<file path="src/hw/rtl/tss_pkg.sv">
// Shared constants, item and status types for the thick segment stroker.
`timescale 1ns / 1ps
package tss_pkg;

    // Defaults for the top-level parameters.
    localparam int COORD_BITS_DEF = 24;
    localparam int FRAC_BITS_DEF  = 8;

    // Widest coordinate the design supports; points are carried at this width.
    localparam int COORD_MAX  = 32;
    // Direction vectors: difference of two coordinates.
    localparam int VEC_BITS   = COORD_MAX + 1;
    // Unit vectors: signed, 14 fraction bits.
    localparam int UNIT_FRAC  = 14;
    localparam int UNIT_BITS  = UNIT_FRAC + 2;
    // Stroke width: unsigned Q8.8.
    localparam int WIDTH_BITS = 16;
    localparam int WIDTH_FRAC = 8;
    localparam int RGBA_BITS  = 32;

    // Normalizer datapath widths.
    localparam int RED_BITS   = 31;
    localparam int SQ_BITS    = 2 * RED_BITS + 1;
    localparam int LEN_BITS   = RED_BITS + 1;
    localparam int NUM_BITS   = RED_BITS + UNIT_FRAC + 1;
    localparam int Q_BITS     = UNIT_FRAC + 1;
    localparam int CNT_BITS   = $clog2(Q_BITS);

    // Queue between front and back.
    localparam int QUEUE_DEPTH = 2;

    // Vertices per segment.
    localparam int VERTS      = 6;
    localparam int VCNT_BITS  = $clog2(VERTS);

    // Configuration register indexes.
    localparam int REG_IDX_BITS = 2;
    localparam logic [REG_IDX_BITS-1:0] REG_OFFSET_X = 2'd0;
    localparam logic [REG_IDX_BITS-1:0] REG_OFFSET_Y = 2'd1;

    // Segment kinds.
    localparam logic KIND_PLAIN     = 1'b0;
    localparam logic KIND_CONNECTED = 1'b1;

    // One classified segment as it waits in the queue.
    typedef struct packed {
        logic                          kind;
        logic signed [COORD_MAX-1:0]   p1x;
        logic signed [COORD_MAX-1:0]   p1y;
        logic signed [COORD_MAX-1:0]   p2x;
        logic signed [COORD_MAX-1:0]   p2y;
        logic signed [VEC_BITS-1:0]    d0x;
        logic signed [VEC_BITS-1:0]    d0y;
        logic signed [VEC_BITS-1:0]    d1x;
        logic signed [VEC_BITS-1:0]    d1y;
        logic signed [VEC_BITS-1:0]    d2x;
        logic signed [VEC_BITS-1:0]    d2y;
        logic [WIDTH_BITS-1:0]         width;
        logic [RGBA_BITS-1:0]          rgba;
    } item_t;

    // Status and result of the normalizer.
    typedef struct packed {
        logic                          done;
        logic                          nonzero;
        logic signed [UNIT_BITS-1:0]   ux;
        logic signed [UNIT_BITS-1:0]   uy;
    } norm_result_t;

    typedef enum logic [2:0] {
        N_IDLE,
        N_SQX,
        N_SQY,
        N_ROOT,
        N_PREP,
        N_DIV,
        N_DONE
    } norm_state_t;

    typedef enum logic [2:0] {
        B_IDLE,
        B_KICK,
        B_WAIT,
        B_HALF,
        B_EMIT
    } back_state_t;

endpackage

</file>
<file path="src/hw/rtl/tss_queue.sv">
// Short queue of classified segments between the front and back ends.
`timescale 1ns / 1ps
module tss_queue
    import tss_pkg::*;
(
    input  logic  clk,
    input  logic  rst_n,
    input  logic  push,
    input  item_t push_item,
    input  logic  pop,
    output logic  full,
    output logic  not_empty,
    output item_t head
);

    localparam int PTR_BITS = (QUEUE_DEPTH > 1) ? $clog2(QUEUE_DEPTH) : 1;

    item_t                entry_reg [QUEUE_DEPTH];
    logic [PTR_BITS-1:0]  wr_ptr_reg;
    logic [PTR_BITS-1:0]  rd_ptr_reg;
    logic [PTR_BITS:0]    count_reg;

    assign full      = (count_reg == (PTR_BITS + 1)'(QUEUE_DEPTH));
    assign not_empty = (count_reg != '0);
    assign head      = entry_reg[rd_ptr_reg];

    // Pointers and fill level.
    always_ff @(posedge clk or negedge rst_n)
    begin
        if (!rst_n)
        begin
            wr_ptr_reg <= '0;
            rd_ptr_reg <= '0;
            count_reg  <= '0;
        end
        else
        begin
            if (push)
            begin
                wr_ptr_reg <= (wr_ptr_reg == PTR_BITS'(QUEUE_DEPTH - 1)) ? '0
                                                                         : wr_ptr_reg + 1'b1;
            end
            if (pop)
            begin
                rd_ptr_reg <= (rd_ptr_reg == PTR_BITS'(QUEUE_DEPTH - 1)) ? '0
                                                                         : rd_ptr_reg + 1'b1;
            end
            if (push && !pop)
            begin
                count_reg <= count_reg + 1'b1;
            end
            else if (pop && !push)
            begin
                count_reg <= count_reg - 1'b1;
            end
        end
    end

    // Entry storage.
    always_ff @(posedge clk)
    begin
        if (push)
        begin
            entry_reg[wr_ptr_reg] <= push_item;
        end
    end

endmodule

</file>
<file path="config.mk">
export PLATFORM = sky130hd
export DESIGN_NAME = tss_queue
export DESIGN_NICKNAME = d
export VERILOG_FILES = /design/src/hw/rtl/tss_pkg.sv /design/src/hw/rtl/tss_queue.sv
export SDC_FILE = /design/constraint.sdc
export NUM_CORES = 1
export LEC_CHECK = 0
export BUFFER_PORTS_ARGS = -buffer_cell sky130_fd_sc_hd__clkbuf_2
export CAP_MARGIN = 10
export CORE_AREA = 2 2 298 300
export CTS_CLUSTER_DIAMETER = 60
export DETAILED_ROUTE_END_ITERATION = 10
export DIE_AREA = 0 0 300 302
export GPL_ROUTABILITY_DRIVEN = 0
export GPL_TIMING_DRIVEN = 0
export PLACE_DENSITY = 0.66
export SLEW_MARGIN = 0
export SYNTH_ARGS = -nofsm -noshare
export SYNTH_HDL_FRONTEND = slang
export SYNTH_SLANG_ARGS = --single-unit
</file>
<file path="constraint.sdc">
create_clock -name clk -period 28.9 [get_ports clk]
set_input_delay 7.225 -clock clk [delete_from_list [all_inputs] [get_ports clk]]
set_output_delay 7.225 -clock clk [all_outputs]
set_load 0.03 [all_outputs]
</file>
==> qor.yml <==
yosysWarningCount: 0
rows: 109
seqCellArea_mm2: 0.0226
cts_buffers: 83
fp.coreArea_mm2: 0.0876
worstMarginPinSlew_ps: 982
crit_family: "buffers and inverters"
mostFrequentLayoutCell: "clkbuf_2"
ff2ff_path_depth: 4
synth_flop_cell: "edfxtp_1"
startpoint: "rd_ptr_reg"
io_buffers: 755
async_flop_share_pct: 0.531
nets: 2421
io_pins: 756
hold_violations: 0
synth_edf_count: 750
grt_max_degree: 67
reg2reg_slack_ps: 26050
maxCapViolCount: 0
syn_nets: 1563
fp.dieW_um: 300
setup_viol: 0
multi_input_area_mm2: 0.00559
clk_latency_ps: 640
cts_tree: "built"
path_max_fanout: 10
rr_startpoint: "wr_ptr_reg"
cpMostUsedCell: "buf_6"
via_count: 14300
startpoint_type: "register"
fp.dieArea_mm2: 0.0906
grt_pass1_vias: 15300
finalPower_w: 0.00408
final_max_slew_viol_count: 0
cts.clk_slew.worst_paths_ps: 60
postCtsSetupBuffers: 0
largest_register_ffs: 750
finClkSkew_ps: 16.2
drc: 0
wl_um: 65900
p_per_area_mw_per_mm2: 110
critPathSlowestCell: "mux2_4"
path_cells: "buf_6 -> buf_8 -> buf_6 -> mux2_4 -> clkbuf_2"
clkSinkCount: 754
synth_cell_type_count: 15
endpoint: "head[32]"
rsz0062_at_grt: "no"
grt_overflow: 0
min_period_ps: 9450
layout_common_cells: "clkbuf_2 (755), edfxtp_1 (750), mux2_4 (340)"
synth_cells: 1183
antenna_found_initial: 5
fp.dieH_um: 302
reg2reg_to: "entry_reg[1][76]"
fmax_mhz: 106
maxSlewHeadroom_pct: 34.5
power.leakage_nw: 14.9
hp-class: "register to register"
synth.avg_cell_area_um2: 24.3
worstSetupEndpointType: "output pin"
root_buffer: "clkbuf_16"
critPathBufInv: 4
first_pass_iters: 4
post-route-util_pct: 42.2
drive_above_1_share_pct: 61.9
vias_per_cell: 4.37
cts_hold_buf: 0
max_stage_delay_ps: 380
n_fill_cell: 7773
drt_iter0_markers: 683
ir_drop_mv: 0.0799
period_share_pct: 32.7
wl_per_cell_um: 20.1
required_ps: 21670
cts_resized: 0
cts_max_level: 3
cp.arrival_ps: 2220
syn_area_mm2: 0.0287
syn2layout_area_growth_pct: 28.7
ys_seq_area_share_pct: 78.8
dp_hpwl_um: 49300
track_usage_pct: 13.9
ys_ff_latch: 754
crit_type: "register to output pin"
status: "completed"
cp_num_cells: 5
antenna_left: 0
cts_buffer_depth: 3
grt_pass1_wl_um: 94000
start_util_pct: 32.8
[worst register-to-register path, cell delays in order, from the launching register on]
cell	delay, ps
dfrtp_1	420
and2_4	810
buf_16	360
buf_16	380
buf_16	440
[cells by family after synthesis]
family	share of synthesized area, %
fa+ha+maj	0.0436
mux	19.2
xor+xnor	0.153
buf+inv	1.76
simple gates	0.100
flops	78.8
[stage by stage]
stage          TNS [ps]  area (µm²)  hold WS [ps]  cells  setup slack, ps
3_3_place_gp   -1639770       33900           469   3103            -4450
4_1_cts               0       37000           551   3274            19340
6_report              0       37000           552   3276            19450
2_1_floorplan         0       28700           447   1183             4410
5_1_grt               0       37000           572   3274            19300
3_5_place_dp          0       34400           540   3121            19150
[routing by layer]
metal / vias to the layer above / GRT usage [%] / wire, µm
li1: 6500 / - / -
met1: 7156 / 14.6 / 23100
met2: 530 / 25.2 / 35100
met3: 114 / 5.07 / 5610
met4: 8 / 5.63 / 1960
met5: - / 0 / 57
[power breakdown]
part           internal [W]  total [W]  switching (W)
Sequential          0.00145    0.00150      0.0000486
Combinational      0.000612    0.00159       0.000976
Clock              0.000573   0.000996       0.000423
[synthesized netlist by cell type (2+ instances only)]
library cell / instances / area share, %
dfrtp_1: 4 / 0.35
buf_6: 26 / 1.0
mux2_2: 35 / 1.4
nor2b_1: 2 / 0.044
buf_8: 13 / 0.68
mux2_4: 340 / 18
xor2_1: 4 / 0.12
edfxtp_1: 750 / 78
buf_2: 3 / 0.052
[how the worst min path moves through the flow]
stage / start / endpoint / cells past startpoint
floorplan: count_reg[1] / count_reg[1] / 1
finish: wr_ptr_reg / wr_ptr_reg / 1
global route: wr_ptr_reg / wr_ptr_reg / 1
CTS: wr_ptr_reg / wr_ptr_reg / 1
global placement: wr_ptr_reg / wr_ptr_reg / 1
detailed placement: wr_ptr_reg / wr_ptr_reg / 1
[cell type report]
cell class / instances / area share (%)
tap: 1165 / 3.94
inverter: 1 / 0.0102
antenna: 2 / 0.0135
timing repair buffer: 773 / 11.3
multi-input combinational: 386 / 15.1
sequential: 754 / 61.2
clock inverter: 49 / 1.17
clock buffer: 104 / 5.83
buffer: 42 / 1.36
(Power assumes the default switching activity.)
