## config.mk

```make
export PLATFORM = sky130hd
export DESIGN_NAME = tss_back
export DESIGN_NICKNAME = d
export VERILOG_FILES = /design/src/hw/rtl/tss_pkg.sv /design/src/hw/rtl/tss_back.sv
export SDC_FILE = /design/constraint.sdc
export NUM_CORES = 2
export LEC_CHECK = 0
export BUFFER_PORTS_ARGS = -buffer_cell sky130_fd_sc_hd__buf_2
export CORE_UTILIZATION = 57
export DETAILED_ROUTE_END_ITERATION = 6
export PLACE_DENSITY = 0.78
export RECOVER_POWER = 100
export SYNTH_ARGS = -nofsm -noshare
export SYNTH_HDL_FRONTEND = slang
export SYNTH_SLANG_ARGS = --single-unit
```

## constraint.sdc

```tcl
create_clock -name clk -period 46.8 [get_ports clk]
set_input_delay 11.7 -clock clk [delete_from_list [all_inputs] [get_ports clk]]
set_output_delay 11.7 -clock clk [all_outputs]
set_load 0.02 [all_outputs]
```

## src/hw/rtl/tss_pkg.sv

```systemverilog
// Shared constants, item and status types for the thick segment stroker.
`timescale 1ns / 1ps
package tss_pkg;

    // Defaults for the top-level parameters.
    localparam int COORD_BITS_DEF = 24;
    localparam int FRAC_BITS_DEF  = 8;

    // Widest coordinate the design supports; points are carried at this width.
    localparam int COORD_MAX  = 32;
    // Direction vectors: difference of two coordinates.
    localparam int VEC_BITS   = COORD_MAX + 1;
    // Unit vectors: signed, 14 fraction bits.
    localparam int UNIT_FRAC  = 14;
    localparam int UNIT_BITS  = UNIT_FRAC + 2;
    // Stroke width: unsigned Q8.8.
    localparam int WIDTH_BITS = 16;
    localparam int WIDTH_FRAC = 8;
    localparam int RGBA_BITS  = 32;

    // Normalizer datapath widths.
    localparam int RED_BITS   = 31;
    localparam int SQ_BITS    = 2 * RED_BITS + 1;
    localparam int LEN_BITS   = RED_BITS + 1;
    localparam int NUM_BITS   = RED_BITS + UNIT_FRAC + 1;
    localparam int Q_BITS     = UNIT_FRAC + 1;
    localparam int CNT_BITS   = $clog2(Q_BITS);

    // Queue between front and back.
    localparam int QUEUE_DEPTH = 2;

    // Vertices per segment.
    localparam int VERTS      = 6;
    localparam int VCNT_BITS  = $clog2(VERTS);

    // Configuration register indexes.
    localparam int REG_IDX_BITS = 2;
    localparam logic [REG_IDX_BITS-1:0] REG_OFFSET_X = 2'd0;
    localparam logic [REG_IDX_BITS-1:0] REG_OFFSET_Y = 2'd1;

    // Segment kinds.
    localparam logic KIND_PLAIN     = 1'b0;
    localparam logic KIND_CONNECTED = 1'b1;

    // One classified segment as it waits in the queue.
    typedef struct packed {
        logic                          kind;
        logic signed [COORD_MAX-1:0]   p1x;
        logic signed [COORD_MAX-1:0]   p1y;
        logic signed [COORD_MAX-1:0]   p2x;
        logic signed [COORD_MAX-1:0]   p2y;
        logic signed [VEC_BITS-1:0]    d0x;
        logic signed [VEC_BITS-1:0]    d0y;
        logic signed [VEC_BITS-1:0]    d1x;
        logic signed [VEC_BITS-1:0]    d1y;
        logic signed [VEC_BITS-1:0]    d2x;
        logic signed [VEC_BITS-1:0]    d2y;
        logic [WIDTH_BITS-1:0]         width;
        logic [RGBA_BITS-1:0]          rgba;
    } item_t;

    // Status and result of the normalizer.
    typedef struct packed {
        logic                          done;
        logic                          nonzero;
        logic signed [UNIT_BITS-1:0]   ux;
        logic signed [UNIT_BITS-1:0]   uy;
    } norm_result_t;

    typedef enum logic [2:0] {
        N_IDLE,
        N_SQX,
        N_SQY,
        N_ROOT,
        N_PREP,
        N_DIV,
        N_DONE
    } norm_state_t;

    typedef enum logic [2:0] {
        B_IDLE,
        B_KICK,
        B_WAIT,
        B_HALF,
        B_EMIT
    } back_state_t;

endpackage

```

## src/hw/rtl/tss_back.sv

```systemverilog
// Back end: normalizes the directions, scales the half offsets, emits vertices.
`timescale 1ns / 1ps
module tss_back
    import tss_pkg::*;
#(
    parameter int COORD_BITS = COORD_BITS_DEF,
    parameter int FRAC_BITS  = FRAC_BITS_DEF
)
(
    input  logic                         clk,
    input  logic                         rst_n,
    input  logic                         q_valid,
    input  item_t                        q_head,
    output logic                         q_pop,
    output logic                         norm_start,
    output logic signed [VEC_BITS-1:0]   norm_x,
    output logic signed [VEC_BITS-1:0]   norm_y,
    input  norm_result_t                 norm_res,
    input  logic signed [COORD_BITS-1:0] offset_x,
    input  logic signed [COORD_BITS-1:0] offset_y,
    output logic                         valid,
    input  logic                         ready,
    output logic signed [COORD_BITS-1:0] vertex_x,
    output logic signed [COORD_BITS-1:0] vertex_y,
    output logic [RGBA_BITS-1:0]         vertex_rgba,
    output logic                         degenerate,
    output logic                         last
);

    localparam int SHIFT     = UNIT_FRAC + WIDTH_FRAC + 1 - FRAC_BITS;
    localparam int PROD_BITS = WIDTH_BITS + Q_BITS;
    localparam int OFF_BITS  = PROD_BITS - SHIFT + 1;
    localparam int SUM_BITS  = ((COORD_BITS > OFF_BITS) ? COORD_BITS : OFF_BITS) + 2;
    localparam logic [PROD_BITS-1:0] ROUND = PROD_BITS'(1) << (SHIFT - 1);
    localparam logic signed [SUM_BITS-1:0] SAT_HI = (SUM_BITS'(1) << (COORD_BITS - 1)) - 1;
    localparam logic signed [SUM_BITS-1:0] SAT_LO = -(SUM_BITS'(1) << (COORD_BITS - 1));
    localparam logic [2:0] STEP_LAST = 3'd4;

    back_state_t state_reg;
    back_state_t state_next;

    item_t                        item_reg;
    logic [2:0]                   step_reg;
    logic                         ok_reg;
    logic signed [UNIT_BITS-1:0]  ax_reg, ay_reg, bx_reg, by_reg, cx_reg, cy_reg;
    logic signed [UNIT_BITS-1:0]  n1x_reg, n1y_reg, n2x_reg, n2y_reg;
    logic signed [OFF_BITS-1:0]   o1x_reg, o1y_reg, o2x_reg, o2y_reg;
    logic [1:0]                   hcnt_reg;
    logic [VCNT_BITS-1:0]         vcnt_reg;
    logic                         out_valid_reg;

    logic                         norm_final;
    logic                         slot_free;
    logic signed [UNIT_BITS-1:0]  rot_x;
    logic signed [UNIT_BITS-1:0]  rot_y;
    logic signed [UNIT_BITS-1:0]  n_sel;
    logic [Q_BITS-1:0]            n_mag;
    logic [PROD_BITS-1:0]         prod;
    logic [OFF_BITS-1:0]          off_mag;
    logic signed [OFF_BITS-1:0]   off_val;
    logic                         use_p2;
    logic                         add_off;
    logic signed [SUM_BITS-1:0]   px, py, ox, oy, sx, sy;

    assign slot_free = !out_valid_reg || ready;
    assign valid     = out_valid_reg;

    // Last normalization of the item: one for plain, five for connected.
    assign norm_final = (item_reg.kind == KIND_PLAIN) || (step_reg == STEP_LAST);

    // Perpendicular (-y, x) of the fresh unit vector.
    assign rot_x = -norm_res.uy;
    assign rot_y = norm_res.ux;

    // Next state.
    always_comb
    begin
        state_next = state_reg;
        unique case (state_reg)
            B_IDLE:
            begin
                if (q_valid)
                begin
                    state_next = B_KICK;
                end
            end
            B_KICK: state_next = B_WAIT;
            B_WAIT:
            begin
                if (norm_res.done)
                begin
                    state_next = norm_final ? B_HALF : B_KICK;
                end
            end
            B_HALF:
            begin
                if (hcnt_reg == 2'd3)
                begin
                    state_next = B_EMIT;
                end
            end
            B_EMIT:
            begin
                if (slot_free && (vcnt_reg == VCNT_BITS'(VERTS - 1)))
                begin
                    state_next = B_IDLE;
                end
            end
            default: state_next = B_IDLE;
        endcase
    end

    // Outputs of the sequencer.
    always_comb
    begin
        q_pop      = (state_reg == B_IDLE) && q_valid;
        norm_start = (state_reg == B_KICK);
    end

    // Vector fed to the normalizer for each step.
    always_comb
    begin
        case (step_reg)
            3'd0:
            begin
                norm_x = item_reg.d0x;
                norm_y = item_reg.d0y;
            end
            3'd1:
            begin
                norm_x = item_reg.d1x;
                norm_y = item_reg.d1y;
            end
            3'd2:
            begin
                norm_x = item_reg.d2x;
                norm_y = item_reg.d2y;
            end
            3'd3:
            begin
                norm_x = VEC_BITS'(bx_reg) + VEC_BITS'(ax_reg);
                norm_y = VEC_BITS'(by_reg) + VEC_BITS'(ay_reg);
            end
            default:
            begin
                norm_x = VEC_BITS'(ax_reg) + VEC_BITS'(cx_reg);
                norm_y = VEC_BITS'(ay_reg) + VEC_BITS'(cy_reg);
            end
        endcase
    end

    // Half offset: width times normal component, rounded.
    always_comb
    begin
        case (hcnt_reg)
            2'd0:    n_sel = n1x_reg;
            2'd1:    n_sel = n1y_reg;
            2'd2:    n_sel = n2x_reg;
            default: n_sel = n2y_reg;
        endcase
        n_mag   = n_sel[UNIT_BITS-1] ? Q_BITS'(-n_sel) : Q_BITS'(n_sel);
        prod    = PROD_BITS'(item_reg.width) * PROD_BITS'(n_mag) + ROUND;
        off_mag = OFF_BITS'(prod >> SHIFT);
        off_val = n_sel[UNIT_BITS-1] ? -off_mag : off_mag;
    end

    // Vertex order: p1-o1, p2-o2, p2+o2, p2+o2, p1+o1, p1-o1.
    always_comb
    begin
        case (vcnt_reg)
            3'd1:
            begin
                use_p2  = 1'b1;
                add_off = 1'b0;
            end
            3'd2, 3'd3:
            begin
                use_p2  = 1'b1;
                add_off = 1'b1;
            end
            3'd4:
            begin
                use_p2  = 1'b0;
                add_off = 1'b1;
            end
            default:
            begin
                use_p2  = 1'b0;
                add_off = 1'b0;
            end
        endcase
        px = use_p2 ? SUM_BITS'(item_reg.p2x) : SUM_BITS'(item_reg.p1x);
        py = use_p2 ? SUM_BITS'(item_reg.p2y) : SUM_BITS'(item_reg.p1y);
        ox = use_p2 ? SUM_BITS'(o2x_reg) : SUM_BITS'(o1x_reg);
        oy = use_p2 ? SUM_BITS'(o2y_reg) : SUM_BITS'(o1y_reg);
        sx = (add_off ? px + ox : px - ox) + SUM_BITS'(offset_x);
        sy = (add_off ? py + oy : py - oy) + SUM_BITS'(offset_y);
    end

    // Control registers.
    always_ff @(posedge clk or negedge rst_n)
    begin
        if (!rst_n)
        begin
            state_reg     <= B_IDLE;
            out_valid_reg <= 1'b0;
        end
        else
        begin
            state_reg <= state_next;
            if (state_reg == B_EMIT && slot_free)
            begin
                out_valid_reg <= 1'b1;
            end
            else if (ready)
            begin
                out_valid_reg <= 1'b0;
            end
        end
    end

    // Datapath registers.
    always_ff @(posedge clk)
    begin
        case (state_reg)
            B_IDLE:
            begin
                item_reg <= q_head;
                step_reg <= '0;
                ok_reg   <= 1'b1;
            end
            B_WAIT:
            begin
                if (norm_res.done)
                begin
                    ok_reg <= ok_reg && norm_res.nonzero;
                    case (step_reg)
                        3'd0:
                        begin
                            ax_reg  <= norm_res.ux;
                            ay_reg  <= norm_res.uy;
                            n1x_reg <= rot_x;
                            n1y_reg <= rot_y;
                            n2x_reg <= rot_x;
                            n2y_reg <= rot_y;
                        end
                        3'd1:
                        begin
                            bx_reg <= norm_res.ux;
                            by_reg <= norm_res.uy;
                        end
                        3'd2:
                        begin
                            cx_reg <= norm_res.ux;
                            cy_reg <= norm_res.uy;
                        end
                        3'd3:
                        begin
                            n1x_reg <= rot_x;
                            n1y_reg <= rot_y;
                        end
                        default:
                        begin
                            n2x_reg <= rot_x;
                            n2y_reg <= rot_y;
                        end
                    endcase
                    step_reg <= step_reg + 1'b1;
                    hcnt_reg <= '0;
                end
            end
            B_HALF:
            begin
                case (hcnt_reg)
                    2'd0:    o1x_reg <= off_val;
                    2'd1:    o1y_reg <= off_val;
                    2'd2:    o2x_reg <= off_val;
                    default: o2y_reg <= off_val;
                endcase
                hcnt_reg <= hcnt_reg + 1'b1;
                vcnt_reg <= '0;
            end
            B_EMIT:
            begin
                if (slot_free)
                begin
                    vertex_x    <= (sx > SAT_HI) ? COORD_BITS'(SAT_HI)
                                 : (sx < SAT_LO) ? COORD_BITS'(SAT_LO) : COORD_BITS'(sx);
                    vertex_y    <= (sy > SAT_HI) ? COORD_BITS'(SAT_HI)
                                 : (sy < SAT_LO) ? COORD_BITS'(SAT_LO) : COORD_BITS'(sy);
                    vertex_rgba <= item_reg.rgba;
                    degenerate  <= !ok_reg;
                    last        <= (vcnt_reg == VCNT_BITS'(VERTS - 1));
                    vcnt_reg    <= vcnt_reg + 1'b1;
                end
            end
            default:
            begin
            end
        endcase
    end

endmodule

```

==> metrics.csv <==
stage,metric,value,unit
clocking,cts_tree,built,
yosys,yosys-top-cells-area,"edfxtp_1 49%, fa_1 9.2%, ha_1 8.8%",
die,die_width,270,µm
setup_path,critPathTopFamily,buffers and inverters,
clocking,postCtsHoldBufs,0,
timing,max_freq,41.5,MHz
clocking,cts_resized,0,
timing,drv_slew,710,
die,start_util,0.580,
yosys,seq_area_frac_synth,0.495,
yosys,async_reset_ff_frac,0.00593,
routing,wirelength,103000,µm
setup_path,regToRegStartpoint,hcnt_reg[0],
timing,timing.slew.headroom,-2.01,
timing,finalHoldViolCount,0,
timing,min_period_over_period,0.514,
grt,track_usage,0.279,
min_path,holdCritPathClass,reg -> reg,
routing,route.detailed.drc,8,
setup_path,cp-startpoint,q_valid,
clocking,cts_buffers,73,
yosys,ys_ff_latch,674,
timing,rsz0062_at_grt,false,
setup_path,critical_path_arrival,12.37,ns
clocking,htree_levels,3,
die,rows,97,
clocking,post_cts_buffers,0,
yosys,ys_types,89,
clocking,root_buffer,clkbuf_16,
timing,skew,0.0543,ns
die,dieArea,72700,µm²
setup_path,worst_setup_path_start_kind,input port,
yosys,yosysMostFrequentCell,edfxtp_1,
yosys,synth.top_cell.area_share,0.493,
routing,ant_nets,0,
grt,grt_pass1_wl,158000,µm
setup_path,crit_cells,3,
grt,gr-total-overflow,0,
clocking,cts.clk_slew.worst_paths,0.06,ns
cells_and_area,nFillCells,5246,
setup_path,r2r_end,o1y_reg[14],
run_status,status,"complete, but fails checks",
timing,worst_pin_slew,4.52,ns
setup_path,endpoint_kind,primary output,
setup_path,crit_path_cell_trace,"clkbuf_1, and2_1, buf_2",
setup_path,required,35.10,ns
cells_and_area,largest_reg_flops,351,
setup_path,reg2reg_depth,32,
timing,setup_viol,0,
routing,drt_iter0_drc,2517,
yosys,yosys.area.top_type,edfxtp_1,
placed_design,dpl.hpwl,77200,µm
clocking,cts_sinks,674,
routing,viasPerCell,5.74,
grt,antenna_found_initial,17,
routing,first_pass_iters,7,
run_status,violations,"DRC, capacitance limit, slew limit",
yosys,syn_nets,4408,
routing,wire_per_inst,20.3,µm
die,core,70400,µm²
placed_design,place_congestion,0.920,
job,cap_violations,15,
yosys,synth_area,40800,µm²
setup_path,slowest_delay,0.31,ns
yosys,yosys_warnings,0,
cells_and_area,seq_area,20200,µm²
cells_and_area,drive_gt1_frac,0.137,
timing,whs,0.417,ns
clocking,clk_path_buf_depth,3,
setup_path,crit_buf_inv,2,
cells_and_area,utilization,0.667,
setup_path,cpMaxStageDelayCell,clkbuf_1,
setup_path,cp_max_fo,2,
cells_and_area,multiInputGateArea,19000,µm²
clocking,clock_latency,0.63,ns
cells_and_area,area_growth,15.0,%
setup_path,path_class,in -> out,
yosys,synth_edf_count,670,
yosys,synthCells,3472,
timing,finalSetupTns,0,ns
setup_path,r2r_slack,35.41,ns
timing,period_needed,24.07,ns
die,pin_count,612,
setup_path,crit_end,q_pop,
yosys,synth_ff_type,edfxtp_1,
grt,grt_max_degree,83,
grt,grt_pass1_vias,28500,
cells_and_area,nets,4990,
routing,vias,29100,
die,chipHeight,270,µm
yosys,syn_area_per_cell,11.8,µm²
placed_design,port_buffers,587,
yosys,ys_top_cells_by_count,"670 x edfxtp_1, 420 x nand2_1, 292 x inv_1",
min_path,hp-start,item_reg[16],
metal layers:
layer / global-route usage / part of all wire / up-vias
met4: 0.0848 / 0.032 / 6
met2: 0.466 / 0.48 / 1144
met1: 0.366 / 0.41 / 14100
met3: 0.0600 / 0.083 / 207
li1: - / - / 13600
met5: 0 / 0.00047 / -
layout by cell type, fill, tap and decap left out, types with 9 or more instances in the layout:
| master | synthesis | routed |
|---|---|---|
| nor2b_1 | 47 | 44 |
| nand3_1 | 32 | 32 |
| mux2i_1 | 44 | 44 |
| and2_0 | 0 | 9 |
| ha_1 | 287 | 287 |
| inv_1 | 292 | 292 |
| o31ai_1 | 14 | 14 |
| nor3_1 | 64 | 66 |
| a222oi_1 | 59 | 59 |
| xor2_1 | 67 | 66 |
| buf_4 | 4 | 22 |
| a22o_1 | 15 | 15 |
| nand2_1 | 420 | 419 |
| a21oi_1 | 149 | 153 |
| edfxtp_1 | 670 | 670 |
| nand2b_1 | 49 | 49 |
| o21a_1 | 26 | 26 |
| buf_2 | 5 | 387 |
| clkbuf_16 | 0 | 73 |
| a22oi_1 | 17 | 17 |
| nor4_1 | 17 | 15 |
| o21bai_1 | 18 | 18 |
| a21boi_0 | 18 | 19 |
| clkinv_1 | 0 | 14 |
| fa_1 | 188 | 188 |
| o21ai_0 | 109 | 118 |
| or3_1 | 12 | 12 |
| a211oi_1 | 11 | 10 |
| clkbuf_1 | 105 | 229 |
| o31a_1 | 10 | 10 |
| and3_1 | 17 | 17 |
| o211ai_1 | 12 | 13 |
| nor2_1 | 169 | 167 |
| a31oi_1 | 22 | 22 |
| xnor2_1 | 146 | 146 |
| a221oi_1 | 13 | 13 |
| a21o_1 | 89 | 89 |
| diode_2 | 0 | 17 |
| and2_1 | 105 | 96 |
final cells by class:
cell class | count | share of cell area
Clock buffer | 83 | 0.0397
Sequential cell | 674 | 0.431
Tap cell | 940 | 0.0251
Inverter | 292 | 0.0234
Clock inverter | 48 | 0.0122
Multi-Input combinational cell | 2385 | 0.406
Timing Repair Buffer | 628 | 0.0623
Antenna cell | 17 | 0.000907
worst min-delay path by stage:
stage | end | depth (start not counted)
detailed placement | vertex_rgba[16] | 0
CTS | vertex_rgba[1] | 0
finish | vertex_rgba[16] | 0
global route | vertex_rgba[16] | 0
global placement | vertex_rgba[15] | 0
floorplan | vertex_rgba[0] | 0
kinds of logic after synthesis:
| group | count (synthesis) | synth area share |
|---|---|---|
| buf+inv | 413 | 0.0387 |
| simple gates | 978 | 0.113 |
| fa+ha+maj | 475 | 0.180 |
| mux | 51 | 0.0127 |
| xor+xnor | 214 | 0.0461 |
| compound gates | 667 | 0.114 |
| flops | 674 | 0.495 |
per-stage QoR:
stage | std cells | cell area [µm²] | worst slack [ns]
6_report | 5067 | 46900 | 22.73
4_1_cts | 5050 | 47300 | 22.91
2_1_floorplan | 3472 | 40800 | 8.80
3_3_place_gp | 4919 | 44800 | 22.93
5_1_grt | 5061 | 46900 | 22.68
3_5_place_dp | 4919 | 44800 | 22.92
Power is not shown: default switching activity piles up to over one toggle a cycle in this logic, so the estimate is an artifact.
