**src/hw/rtl/tss_pkg.sv**
```systemverilog
// Shared constants, item and status types for the thick segment stroker.
`timescale 1ns / 1ps
package tss_pkg;

    // Defaults for the top-level parameters.
    localparam int COORD_BITS_DEF = 24;
    localparam int FRAC_BITS_DEF  = 8;

    // Widest coordinate the design supports; points are carried at this width.
    localparam int COORD_MAX  = 32;
    // Direction vectors: difference of two coordinates.
    localparam int VEC_BITS   = COORD_MAX + 1;
    // Unit vectors: signed, 14 fraction bits.
    localparam int UNIT_FRAC  = 14;
    localparam int UNIT_BITS  = UNIT_FRAC + 2;
    // Stroke width: unsigned Q8.8.
    localparam int WIDTH_BITS = 16;
    localparam int WIDTH_FRAC = 8;
    localparam int RGBA_BITS  = 32;

    // Normalizer datapath widths.
    localparam int RED_BITS   = 31;
    localparam int SQ_BITS    = 2 * RED_BITS + 1;
    localparam int LEN_BITS   = RED_BITS + 1;
    localparam int NUM_BITS   = RED_BITS + UNIT_FRAC + 1;
    localparam int Q_BITS     = UNIT_FRAC + 1;
    localparam int CNT_BITS   = $clog2(Q_BITS);

    // Queue between front and back.
    localparam int QUEUE_DEPTH = 2;

    // Vertices per segment.
    localparam int VERTS      = 6;
    localparam int VCNT_BITS  = $clog2(VERTS);

    // Configuration register indexes.
    localparam int REG_IDX_BITS = 2;
    localparam logic [REG_IDX_BITS-1:0] REG_OFFSET_X = 2'd0;
    localparam logic [REG_IDX_BITS-1:0] REG_OFFSET_Y = 2'd1;

    // Segment kinds.
    localparam logic KIND_PLAIN     = 1'b0;
    localparam logic KIND_CONNECTED = 1'b1;

    // One classified segment as it waits in the queue.
    typedef struct packed {
        logic                          kind;
        logic signed [COORD_MAX-1:0]   p1x;
        logic signed [COORD_MAX-1:0]   p1y;
        logic signed [COORD_MAX-1:0]   p2x;
        logic signed [COORD_MAX-1:0]   p2y;
        logic signed [VEC_BITS-1:0]    d0x;
        logic signed [VEC_BITS-1:0]    d0y;
        logic signed [VEC_BITS-1:0]    d1x;
        logic signed [VEC_BITS-1:0]    d1y;
        logic signed [VEC_BITS-1:0]    d2x;
        logic signed [VEC_BITS-1:0]    d2y;
        logic [WIDTH_BITS-1:0]         width;
        logic [RGBA_BITS-1:0]          rgba;
    } item_t;

    // Status and result of the normalizer.
    typedef struct packed {
        logic                          done;
        logic                          nonzero;
        logic signed [UNIT_BITS-1:0]   ux;
        logic signed [UNIT_BITS-1:0]   uy;
    } norm_result_t;

    typedef enum logic [2:0] {
        N_IDLE,
        N_SQX,
        N_SQY,
        N_ROOT,
        N_PREP,
        N_DIV,
        N_DONE
    } norm_state_t;

    typedef enum logic [2:0] {
        B_IDLE,
        B_KICK,
        B_WAIT,
        B_HALF,
        B_EMIT
    } back_state_t;

endpackage

```
**src/hw/rtl/tss_front.sv**
```systemverilog
// Front end: takes input beats, forms direction vectors and pushes the queue.
`timescale 1ns / 1ps
module tss_front
    import tss_pkg::*;
#(
    parameter int COORD_BITS = COORD_BITS_DEF
)
(
    input  logic                         valid,
    output logic                         ready,
    input  logic                         kind,
    input  logic signed [COORD_BITS-1:0] start_x,
    input  logic signed [COORD_BITS-1:0] start_y,
    input  logic signed [COORD_BITS-1:0] end_x,
    input  logic signed [COORD_BITS-1:0] end_y,
    input  logic signed [COORD_BITS-1:0] before_x,
    input  logic signed [COORD_BITS-1:0] before_y,
    input  logic signed [COORD_BITS-1:0] after_x,
    input  logic signed [COORD_BITS-1:0] after_y,
    input  logic [WIDTH_BITS-1:0]        stroke_width,
    input  logic [RGBA_BITS-1:0]         rgba,
    input  logic                         full,
    output logic                         push,
    output item_t                        item
);

    assign ready = !full;
    assign push  = valid && !full;

    // Directions of the segment and, for connected segments, its neighbors.
    always_comb
    begin
        item.kind  = kind;
        item.p1x   = COORD_MAX'(start_x);
        item.p1y   = COORD_MAX'(start_y);
        item.p2x   = COORD_MAX'(end_x);
        item.p2y   = COORD_MAX'(end_y);
        item.d0x   = VEC_BITS'(end_x) - VEC_BITS'(start_x);
        item.d0y   = VEC_BITS'(end_y) - VEC_BITS'(start_y);
        item.width = stroke_width;
        item.rgba  = rgba;
        if (kind == KIND_CONNECTED)
        begin
            item.d1x = VEC_BITS'(start_x) - VEC_BITS'(before_x);
            item.d1y = VEC_BITS'(start_y) - VEC_BITS'(before_y);
            item.d2x = VEC_BITS'(after_x) - VEC_BITS'(end_x);
            item.d2y = VEC_BITS'(after_y) - VEC_BITS'(end_y);
        end
        else
        begin
            item.d1x = '0;
            item.d1y = '0;
            item.d2x = '0;
            item.d2y = '0;
        end
    end

endmodule

```
**config.mk**
```make
export PLATFORM = sky130hd
export DESIGN_NAME = tss_front
export DESIGN_NICKNAME = d
export VERILOG_FILES = /design/src/hw/rtl/tss_pkg.sv /design/src/hw/rtl/tss_front.sv
export SDC_FILE = /design/constraint.sdc
export NUM_CORES = 1
export LEC_CHECK = 0
export ABC_CLOCK_PERIOD_IN_PS = 3900
export BUFFER_PORTS_ARGS = -buffer_cell sky130_fd_sc_hd__buf_2
export CAP_MARGIN = 20
export CORE_AREA = 3 3 239 241
export DETAILED_ROUTE_END_ITERATION = 10
export DIE_AREA = 0 0 242 244
export PLACE_DENSITY = 0.41
export SYNTH_ARGS = -nofsm -noshare
export SYNTH_HDL_FRONTEND = slang
export SYNTH_SLANG_ARGS = --single-unit
```
**constraint.sdc**
```tcl
create_clock -name vclk -period 3.9
set_clock_uncertainty 0.2 [all_clocks]
set_input_delay 0.585 -clock vclk [all_inputs]
set_output_delay 0.585 -clock vclk [all_outputs]
set_load 0.01 [all_outputs]
```
==> results of run 1 <==
==> repair_timing <==
action | in CTS | in global routing
gates cloned | 4 | 1
pin swaps | 60 | 77
buffers inserted | 18 | 20
resized for setup | 134 | 105
setup endpoints to repair | 89 | 97
hold buffers | 0 | 0
==> worst paths after layout <==
kind	start	end	slack, ns
setup / recovery	start_x[0]	item[175]	-0.003
hold / removal	rgba[0]	item[0]	0.97
==> kinds of logic after synthesis <==
kind of cell / Yosys count / share of synthesized area
xor+xnor: 87 / 0.0792
fa+ha+maj: 150 / 0.200
buf+inv: 424 / 0.254
mux: 11 / 0.0114
compound gates: 366 / 0.253
simple gates: 402 / 0.203
==> routing by layer <==
metal	vias up	GRT usage	routed length (um)
met3	40	0.0283	2830
met5	-	0	27
li1	5734	-	-
met1	5218	0.180	20100
met2	339	0.239	20600
met4	4	0.0171	588
==> stage by stage <==
| stage | setup WS, ns | power, uW |
|---|---|---|
| after floorplan | 0.00599 | 1520 |
| after global placement | -0.577 | 2370 |
| after detailed placement | -0.569 | 2370 |
| after CTS | -0.0980 | 2540 |
| after global routing | -0.157 | 2930 |
| final | -0.00299 | 2660 |
==> Yosys cell counts (all sizes together) (3+ instances only) <==
library cell,instances,area share
buf,226,0.18
inv,179,0.070
ha,144,0.19
nor2,128,0.050
a21oi,109,0.059
nand2,81,0.032
o21ai,69,0.036
xnor2,52,0.047
a21o,50,0.039
nor3,44,0.023
xor2,35,0.032
nand3,28,0.015
nand2b,27,0.018
o21a,25,0.020
nor2b,23,0.015
clkbuf,19,0.0074
a31oi,18,0.013
and3,15,0.0098
o21bai,14,0.011
mux2i,11,0.011
o211ai,11,0.0086
and2,9,0.0059
nand4,8,0.0052
nor4,8,0.0052
o2111ai,8,0.0073
a211o,7,0.0064
o31a,7,0.0064
o31ai,7,0.0060
or3,7,0.0046
a211oi,6,0.0052
a21boi,6,0.0047
a31o,6,0.0055
fa,6,0.012
nor3b,6,0.0047
nand3b,5,0.0039
a221oi,4,0.0043
and4,4,0.0036
a41oi,3,0.0027
or2,3,0.0020
==> cell type report <==
| cell class | count | area (um^2) | area share |
|---|---|---|---|
| Multi-Input combinational cell | 1019 | 7990 | 0.565 |
| Timing Repair Buffer | 729 | 4510 | 0.319 |
| Tap cell | 748 | 936 | 0.0662 |
| Inverter | 179 | 686 | 0.0485 |
| Antenna cell | 5 | 12.5 | 0.000886 |
==> where the power goes <==
| part | leakage [uW] | internal, uW | switching (uW) |
|---|---|---|---|
| registers | 0 | 0 | 0 |
| logic | 0.00760 | 1230 | 1440 |
| clock network | 0.0000000317 | 0.000172 | 0 |
==> results.rst, run 1 <==
.. list-table::
   :header-rows: 1

   * - Metric
     - Value
   * - Setup_tns
     - -0.00562 ns
   * - Area of the placeable core
     - 55100 um^2
   * - Mapped Area
     - 9620 um^2
   * - Worst path setup slack after routing
     - -0.00299 ns
   * - Overflow left after global routing
     - 0
   * - Row count
     - 86
   * - Total number of sequential cells
     - 0
   * - Number of failing setup endpoints in the final timing report
     - 4
   * - Max Transition Viols Final
     - 0
   * - Type of origin of the critical path
     - input port
   * - Vias per std cell
     - 4.23
   * - Initial antenna violation count
     - 8
   * - Upper clock frequency limit
     - approximately 260 MHz
   * - Period utilization
     - 1.00
   * - Post-DR wirelength/cell
     - roughly 16 um
   * - Leak pwr
     - about 0.0076 uW
   * - RSZ-0062 raised after global routing
     - yes
   * - Highest fanout seen on the critical path
     - 5
   * - Wirelength, routed
     - 44100 um
   * - Worst-case vdd ir drop
     - ~0.058 mV
   * - Count of distinct cell types in the synthesized netlist
     - 69
   * - Final-stage net count
     - ~2300
   * - Slew at the pin closest to its max-slew limit
     - 0.758 ns
   * - Number of buffers and inverters on the critical path
     - 6
   * - Overall die width
     - 242 um
   * - DR pass1 iterations
     - 5
   * - DRC violations left
     - 0
   * - Count of placed standard cells including taps
     - 2637
   * - Fraction of final layout cells with drive strength greater than 1
     - 0.449
   * - Highest-count cells in the layout ignoring fill and taps
     - 483 x sky130_fd_sc_hd__buf_2, 189 x sky130_fd_sc_hd__buf_4, 166 x sky130_fd_sc_hd__inv_1, 127 x sky130_fd_sc_hd__ha_1, 124 x sky130_fd_sc_hd__nor2_1
   * - Failing checks
     - setup timing
   * - Ys Warns
     - 0
   * - Register cell area after layout
     - 0 um^2
   * - Synth Net Count
     - around 1800
   * - Detailed placer's ending HPWL
     - between 30000 and 40000 um
   * - # IOs
     - 620
   * - Cell Area, Placed
     - 12700 um^2
   * - HP Class
     - in -> out
   * - WS Path Type
     - in -> out
   * - Last weighted congestion value of the routability-driven placer
     - 0.876
   * - Die Area
     - 59000 um^2
   * - Final ANT Viol Nets
     - 0
   * - Final Instance Count excl. Fillers
     - 2680
   * - Average footprint of a synthesized cell
     - 6.68 um^2
   * - Fin util
     - 0.256
   * - Worst slew margin
     - 0.489
   * - Min Tclk post-route
     - 3.90 ns
   * - Signed area change from the synthesized netlist to the final layout
     - 46.9%
   * - Most common cell after layout, fill and taps aside
     - sky130_fd_sc_hd__buf_2
   * - Synthesized instance count
     - about 1400
   * - Worst-path cell with the longest stage delay
     - sky130_fd_sc_hd__a221oi_4
   * - Maximum single-stage delay on the critical path
     - 0.37 ns
   * - Number of DRC violations after detailed-routing iteration 0
     - approximately 370
   * - Required time at the endpoint of the critical path
     - 3.12 ns
   * - Family of cells with the greatest summed delay on the critical path
     - compound AO/OA/AOI/OAI gates
   * - Number of global-route vias before repair
     - 11300
   * - Worst path arrival time
     - 3.12 ns
   * - Count of final hold-check violations
     - 0
   * - Depth of the critical timing path with buffers and inverters included
     - 16
   * - Via count
     - 11300
   * - Filler Cells Inserted
     - 6261
   * - CP Cell Sequence
     - buf_8 -> inv_4 -> ha_4 -> inv_2 -> fa_2 -> a21oi_4 -> o21ai_2 -> a31oi_1 -> buf_4 -> o221ai_4 -> and3_4 -> a221oi_4 -> o2111ai_2 -> o21ai_2 -> buf_6 -> buf_6
   * - Worst Hold Slack
     - 0.970 ns
   * - Largest net degree at the start of global routing
     - 34
   * - Number of violations of the max-capacitance limit
     - 0
   * - Count of input and output buffers
     - 524
   * - Overall fraction of global-route tracks in use
     - 0.138
   * - Result of the run
     - finished, violations left
   * - Clock buf count
     - 0
   * - Initial Util
     - 0.175
   * - Part of the Yosys area used for sequential elements
     - 0
   * - Die Y
     - 244 um
   * - Element type at the critical path end
     - primary output
   * - Final std cell area, no fill
     - 14100 um^2
   * - First-pass GRT wire length
     - 65100 um
   * - Worst hold path stage count
     - 0
   * - Total power density per cell area
     - 189 nW/um^2
No activity file was read; power rests on OpenSTA's default activity.
==> run 2: changes to the inputs <==
--- a/config.mk
+++ b/config.mk
@@ -12,6 +12,7 @@
 export DETAILED_ROUTE_END_ITERATION = 10
 export DIE_AREA = 0 0 242 244
 export PLACE_DENSITY = 0.41
+export SKIP_LAST_GASP = 1
 export SYNTH_ARGS = -nofsm -noshare
 export SYNTH_HDL_FRONTEND = slang
 export SYNTH_SLANG_ARGS = --single-unit
==> results.rst, run 2 (synthesized netlist as in run 1, its figures left out) <==
.. list-table::
   :header-rows: 1

   * - Metric
     - Value
   * - Result of the run
     - finished, violations left
   * - Failing checks
     - setup timing
   * - Count of placed standard cells including taps
     - 2637
   * - RSZ-0062 raised after global routing
     - yes
   * - Wirelength, routed
     - 44000 um
   * - First-pass GRT wire length
     - roughly 65000 um
   * - Number of failing setup endpoints in the final timing report
     - 5
   * - Crit path launch
     - end_x[0]
   * - Most prevalent standard cell on the critical path
     - sky130_fd_sc_hd__buf_6
   * - Register cell area after layout
     - 0 um^2
   * - Worst-path cell with the longest stage delay
     - sky130_fd_sc_hd__fa_2
   * - Signed area change from the synthesized netlist to the final layout
     - 46.7%
   * - Worst path setup slack after routing
     - -0.00290 ns
   * - Sum of internal, switching and leakage power
     - 2660 uW
   * - Overall die width
     - 242 um
   * - Worst hold path stage count
     - 0
   * - Number of global-route vias before repair
     - between 10000 and 15000
   * - Number of DRC violations after detailed-routing iteration 0
     - 332
   * - Leak pwr
     - 0.00759 uW
   * - Cell Area, Placed
     - 12700 um^2
   * - Clock buf count
     - 0
   * - Row count
     - between 80 and 90
   * - Number of buffers and inverters on the critical path
     - 5
   * - Overflow left after global routing
     - 0
   * - Vias per std cell
     - roughly 4.2
   * - Total number of sequential cells
     - 0
   * - Maximum single-stage delay on the critical path
     - 0.34 ns
   * - Fraction of final layout cells with drive strength greater than 1
     - 0.448
   * - Detailed placer's ending HPWL
     - approximately 38000 um
   * - Period utilization
     - 1.00
   * - Final-stage net count
     - 2322
   * - DRC violations left
     - 0
   * - Start point of the worst hold path
     - rgba[0]
   * - Largest net degree at the start of global routing
     - 34
   * - Die Y
     - 244 um
   * - Worst hold path endpoint
     - item[0]
   * - Number of violations of the max-capacitance limit
     - 0
   * - Most common cell after layout, fill and taps aside
     - sky130_fd_sc_hd__buf_2
   * - Final Instance Count excl. Fillers
     - 2680
   * - HP Class
     - in -> out
   * - Overall fraction of global-route tracks in use
     - 0.138
   * - Highest-count cells in the layout ignoring fill and taps
     - 483 x sky130_fd_sc_hd__buf_2, 190 x sky130_fd_sc_hd__buf_4, 166 x sky130_fd_sc_hd__inv_1, 127 x sky130_fd_sc_hd__ha_1, 124 x sky130_fd_sc_hd__nor2_1
   * - Total power density per cell area
     - 188 nW/um^2
   * - Count of final hold-check violations
     - 0
   * - Required time at the endpoint of the critical path
     - 3.12 ns
   * - Final ANT Viol Nets
     - 0
   * - WS Path Type
     - in -> out
   * - Highest fanout seen on the critical path
     - 5
   * - CP Cell Sequence
     - buf_8 -> inv_4 -> ha_4 -> fa_2 -> nor2b_1 -> o21a_1 -> o21ai_2 -> a221oi_2 -> buf_4 -> o2111ai_4 -> a31oi_2 -> buf_6 -> nand4_1 -> a21o_4 -> buf_6
   * - Type of origin of the critical path
     - input port
   * - Post-DR wirelength/cell
     - 16.4 um
   * - Slew at the pin closest to its max-slew limit
     - between 0.7 and 0.8 ns
   * - Via count
     - 11300
   * - Worst slew margin
     - 0.505
   * - Initial Util
     - 0.175
   * - Worst-case vdd ir drop
     - just under 0.06 mV
   * - Count of input and output buffers
     - 524
   * - Filler Cells Inserted
     - 6261
   * - Last weighted congestion value of the routability-driven placer
     - slightly below 0.9
   * - Element type at the critical path end
     - primary output
   * - Worst path arrival time
     - about 3.1 ns
   * - Final std cell area, no fill
     - roughly 14000 um^2
   * - Initial antenna violation count
     - 8
   * - Die Area
     - 59000 um^2
   * - DR pass1 iterations
     - 5
   * - Min Tclk post-route
     - 3.90 ns
   * - Family of cells with the greatest summed delay on the critical path
     - compound AO/OA/AOI/OAI gates
   * - Max Transition Viols Final
     - 0
   * - Upper clock frequency limit
     - 256 MHz
   * - Area of the placeable core
     - 55100 um^2
   * - # IOs
     - 620
run 2: area by class of cell:
class,instances,area [um^2],area share
repair buffers,729,4510,0.319
diodes,5,12.5,0.000887
well taps,748,936,0.0663
inverters,179,686,0.0486
multi-input cells,1019,7970,0.565
run 2: through the flow:
| step | TNS (ns) | hold WS (ns) | util | worst slack [ns] |
|---|---|---|---|---|
| after detailed placement | -27.91 | 0.970 | 0.230 | -0.569 |
| after global placement | -25.42 | 0.970 | 0.230 | -0.577 |
| after global routing | -3.98 | 0.970 | 0.256 | -0.157 |
| after CTS | -1.33 | 0.970 | 0.244 | -0.0980 |
| after floorplan | 0 | 1.01 | - | 0.00599 |
| final | -0.00897 | 0.970 | 0.256 | -0.00290 |
run 2: how the worst max path moves through the flow:
stage                      endpoint  slack [ns]  cells past startpoint
final                     item[241]      -0.003                     15
after global placement    item[111]       -0.58                     14
after floorplan           item[172]       0.006                     13
after CTS                 item[236]        -0.1                     13
after detailed placement  item[108]       -0.57                     14
after global routing      item[175]       -0.16                     16
run 2: power by group:
group / switching, uW / total, uW / internal [uW]
clock network: 0 / 0.000172 / 0.000172
registers: 0 / 0 / 0
logic: 1430 / 2660 / 1220
total: 1430 / 2660 / 1220
run 2: what timing repair did:
action	in CTS	in global routing
setup buffers	18	20
pin swaps	60	78
hold buffers	0	0
resized for setup	132	104
cloned	4	1
setup endpoints to repair	89	97
run 2: metal layers:
layer / GRT usage / wire length, um
met4: 0.0171 / 568
met2: 0.239 / 20500
met1: 0.180 / 20000
met5: 0 / 27
met3: 0.0283 / 2820
==> run 3: changes to the inputs <==
--- a/config.mk
+++ b/config.mk
@@ -5,12 +5,12 @@
 export SDC_FILE = /design/constraint.sdc
 export NUM_CORES = 1
 export LEC_CHECK = 0
-export ABC_CLOCK_PERIOD_IN_PS = 3900
+export ABC_CLOCK_PERIOD_IN_PS = 3500
 export BUFFER_PORTS_ARGS = -buffer_cell sky130_fd_sc_hd__buf_2
 export CAP_MARGIN = 20
-export CORE_AREA = 3 3 239 241
+export CORE_AREA = 3 3 243 245
 export DETAILED_ROUTE_END_ITERATION = 10
-export DIE_AREA = 0 0 242 244
+export DIE_AREA = 0 0 246 248
 export PLACE_DENSITY = 0.41
 export SKIP_LAST_GASP = 1
 export SYNTH_ARGS = -nofsm -noshare
==> constraint.sdc (replaced) <==
create_clock -name vclk -period 3.5
set_clock_uncertainty 0.2 [all_clocks]
set_input_delay 0.525 -clock vclk [all_inputs]
set_output_delay 0.525 -clock vclk [all_outputs]
set_load 0.01 [all_outputs]
==> results.rst, run 3 (synthesized netlist as in run 1, its figures left out) <==
.. list-table::
   :header-rows: 1

   * - Metric
     - Value
   * - Result of the run
     - finished, violations left
   * - Failing checks
     - setup timing
   * - DR pass1 iterations
     - 6
   * - Worst path arrival time
     - 3.08 ns
   * - Die Y
     - 248 um
   * - Final std cell area, no fill
     - 15600 um^2
   * - Max Transition Viols Final
     - 0
   * - Overall die width
     - around 250 um
   * - Post-DR wirelength/cell
     - 16.7 um
   * - Filler Cells Inserted
     - 6456
   * - Clock buf count
     - 0
   * - # IOs
     - 620
   * - Worst path setup slack after routing
     - -0.306 ns
   * - Largest net degree at the start of global routing
     - 32
   * - Count of input and output buffers
     - 524
   * - Worst slew margin
     - 0.312
   * - Upper clock frequency limit
     - 263 MHz
   * - Highest-count cells in the layout ignoring fill and taps
     - 470 x sky130_fd_sc_hd__buf_2, 258 x sky130_fd_sc_hd__buf_4, 160 x sky130_fd_sc_hd__inv_1, 119 x sky130_fd_sc_hd__nor2_1, 117 x sky130_fd_sc_hd__ha_1
   * - Total number of sequential cells
     - 0
   * - Final ANT Viol Nets
     - 0
   * - Cell Area, Placed
     - 13300 um^2
   * - Leak pwr
     - 0.00814 uW
   * - Area of the placeable core
     - between 50000 and 60000 um^2
   * - HP Class
     - in -> out
   * - Number of global-route vias before repair
     - about 11000
   * - Worst Hold Slack
     - 0.850 ns
   * - Slew at the pin closest to its max-slew limit
     - 1.02 ns
   * - Most common cell after layout, fill and taps aside
     - sky130_fd_sc_hd__buf_2
   * - Row count
     - between 80 and 90
   * - Setup_tns
     - -13.96 ns
   * - Wirelength, routed
     - approximately 46000 um
   * - Last weighted congestion value of the routability-driven placer
     - about 0.86
   * - Element type at the critical path end
     - primary output
   * - Fraction of final layout cells with drive strength greater than 1
     - 0.511
   * - Overall fraction of global-route tracks in use
     - 0.137
   * - Number of DRC violations after detailed-routing iteration 0
     - 421
   * - DP Worst Slack
     - -0.741 ns
   * - Detailed placer's ending HPWL
     - between 30000 and 40000 um
   * - Count of final hold-check violations
     - 0
   * - Register cell area after layout
     - 0 um^2
   * - Initial antenna violation count
     - 9
   * - Worst-case vdd ir drop
     - 0.0783 mV
   * - Total power density per cell area
     - roughly 210 nW/um^2
   * - Via count
     - 11800
   * - Sum of internal, switching and leakage power
     - approximately 3300 uW
   * - Vias per std cell
     - 4.25
   * - Overflow left after global routing
     - 0
   * - First-pass GRT wire length
     - 65500 um
   * - Required time at the endpoint of the critical path
     - 2.77 ns
   * - RSZ-0062 raised after global routing
     - yes
   * - Period utilization
     - 1.09
   * - Type of origin of the critical path
     - input port
   * - Number of violations of the max-capacitance limit
     - 0
   * - Initial Util
     - 0.168
   * - Signed area change from the synthesized netlist to the final layout
     - 62.3%
   * - WS Path Type
     - in -> out
   * - Final-stage net count
     - 2398
   * - Highest fanout seen on the critical path
     - 5
   * - DRC violations left
     - 0
   * - Min Tclk post-route
     - 3.81 ns
   * - Number of failing setup endpoints in the final timing report
     - 84
   * - Die Area
     - 61000 um^2
==> run 3: routing by layer <==
| metal | track usage | share of wire | vias up | routed length, um |
|---|---|---|---|---|
| li1 | - | - | 5889 | - |
| met1 | 0.174 | 0.43 | 5476 | 19900 |
| met2 | 0.247 | 0.49 | 370 | 22700 |
| met3 | 0.0252 | 0.067 | 44 | 3120 |
| met4 | 0.0123 | 0.010 | 6 | 464 |
| met5 | 0 | 0.00089 | - | 41 |
==> run 3: final cells by class <==
type	instances	area, um^2	area share
tap	765	957	0.0613
antenna	4	10.0	0.000641
timing repair buffer	804	5200	0.333
inverter	179	697	0.0446
multi-input combinational	1020	8740	0.560
==> run 3: final timing paths <==
path	startpoint	to	slack, ns	cells past startpoint
worst min-delay path	rgba[12]	item[12]	0.85	0
worst max-delay path	start_x[0]	item[176]	-0.31	16
==> run 3: per-stage QoR <==
step                      utilization  cells
final                           0.272   2772
after global routing            0.272   2771
after CTS                       0.254   2745
after detailed placement        0.231   2721
after global placement          0.231   2721
after floorplan                     -   1440
==> run 3: repair_timing <==
item,4_1_cts,5_1_grt
buffers inserted,29,27
hold buffers,0,0
hold endpoints to repair,0,0
gates resized for setup,239,159
pin swaps,122,112
endpoints found under the setup margin,118,120
gates cloned,3,1
==> run 3: critical path, stage by stage <==
cell	delay, ns
sky130_fd_sc_hd__buf_8	0.10
sky130_fd_sc_hd__inv_4	0.04
sky130_fd_sc_hd__ha_4	0.12
sky130_fd_sc_hd__inv_2	0.04
sky130_fd_sc_hd__fa_2	0.38
sky130_fd_sc_hd__a21oi_4	0.16
sky130_fd_sc_hd__o21ai_2	0.09
sky130_fd_sc_hd__a31oi_1	0.13
sky130_fd_sc_hd__buf_4	0.16
sky130_fd_sc_hd__o221ai_4	0.11
sky130_fd_sc_hd__and3_4	0.18
sky130_fd_sc_hd__a221oi_2	0.27
sky130_fd_sc_hd__buf_4	0.18
sky130_fd_sc_hd__o2111ai_4	0.18
sky130_fd_sc_hd__o21ai_4	0.19
sky130_fd_sc_hd__buf_2	0.19
==> run 3: where the power goes <==
group          leakage [uW]  switching, uW  internal, uW
logic               0.00814           1740          1550
registers                 0              0             0
clock network  0.0000000254              0      0.000153
total               0.00814           1740          1550
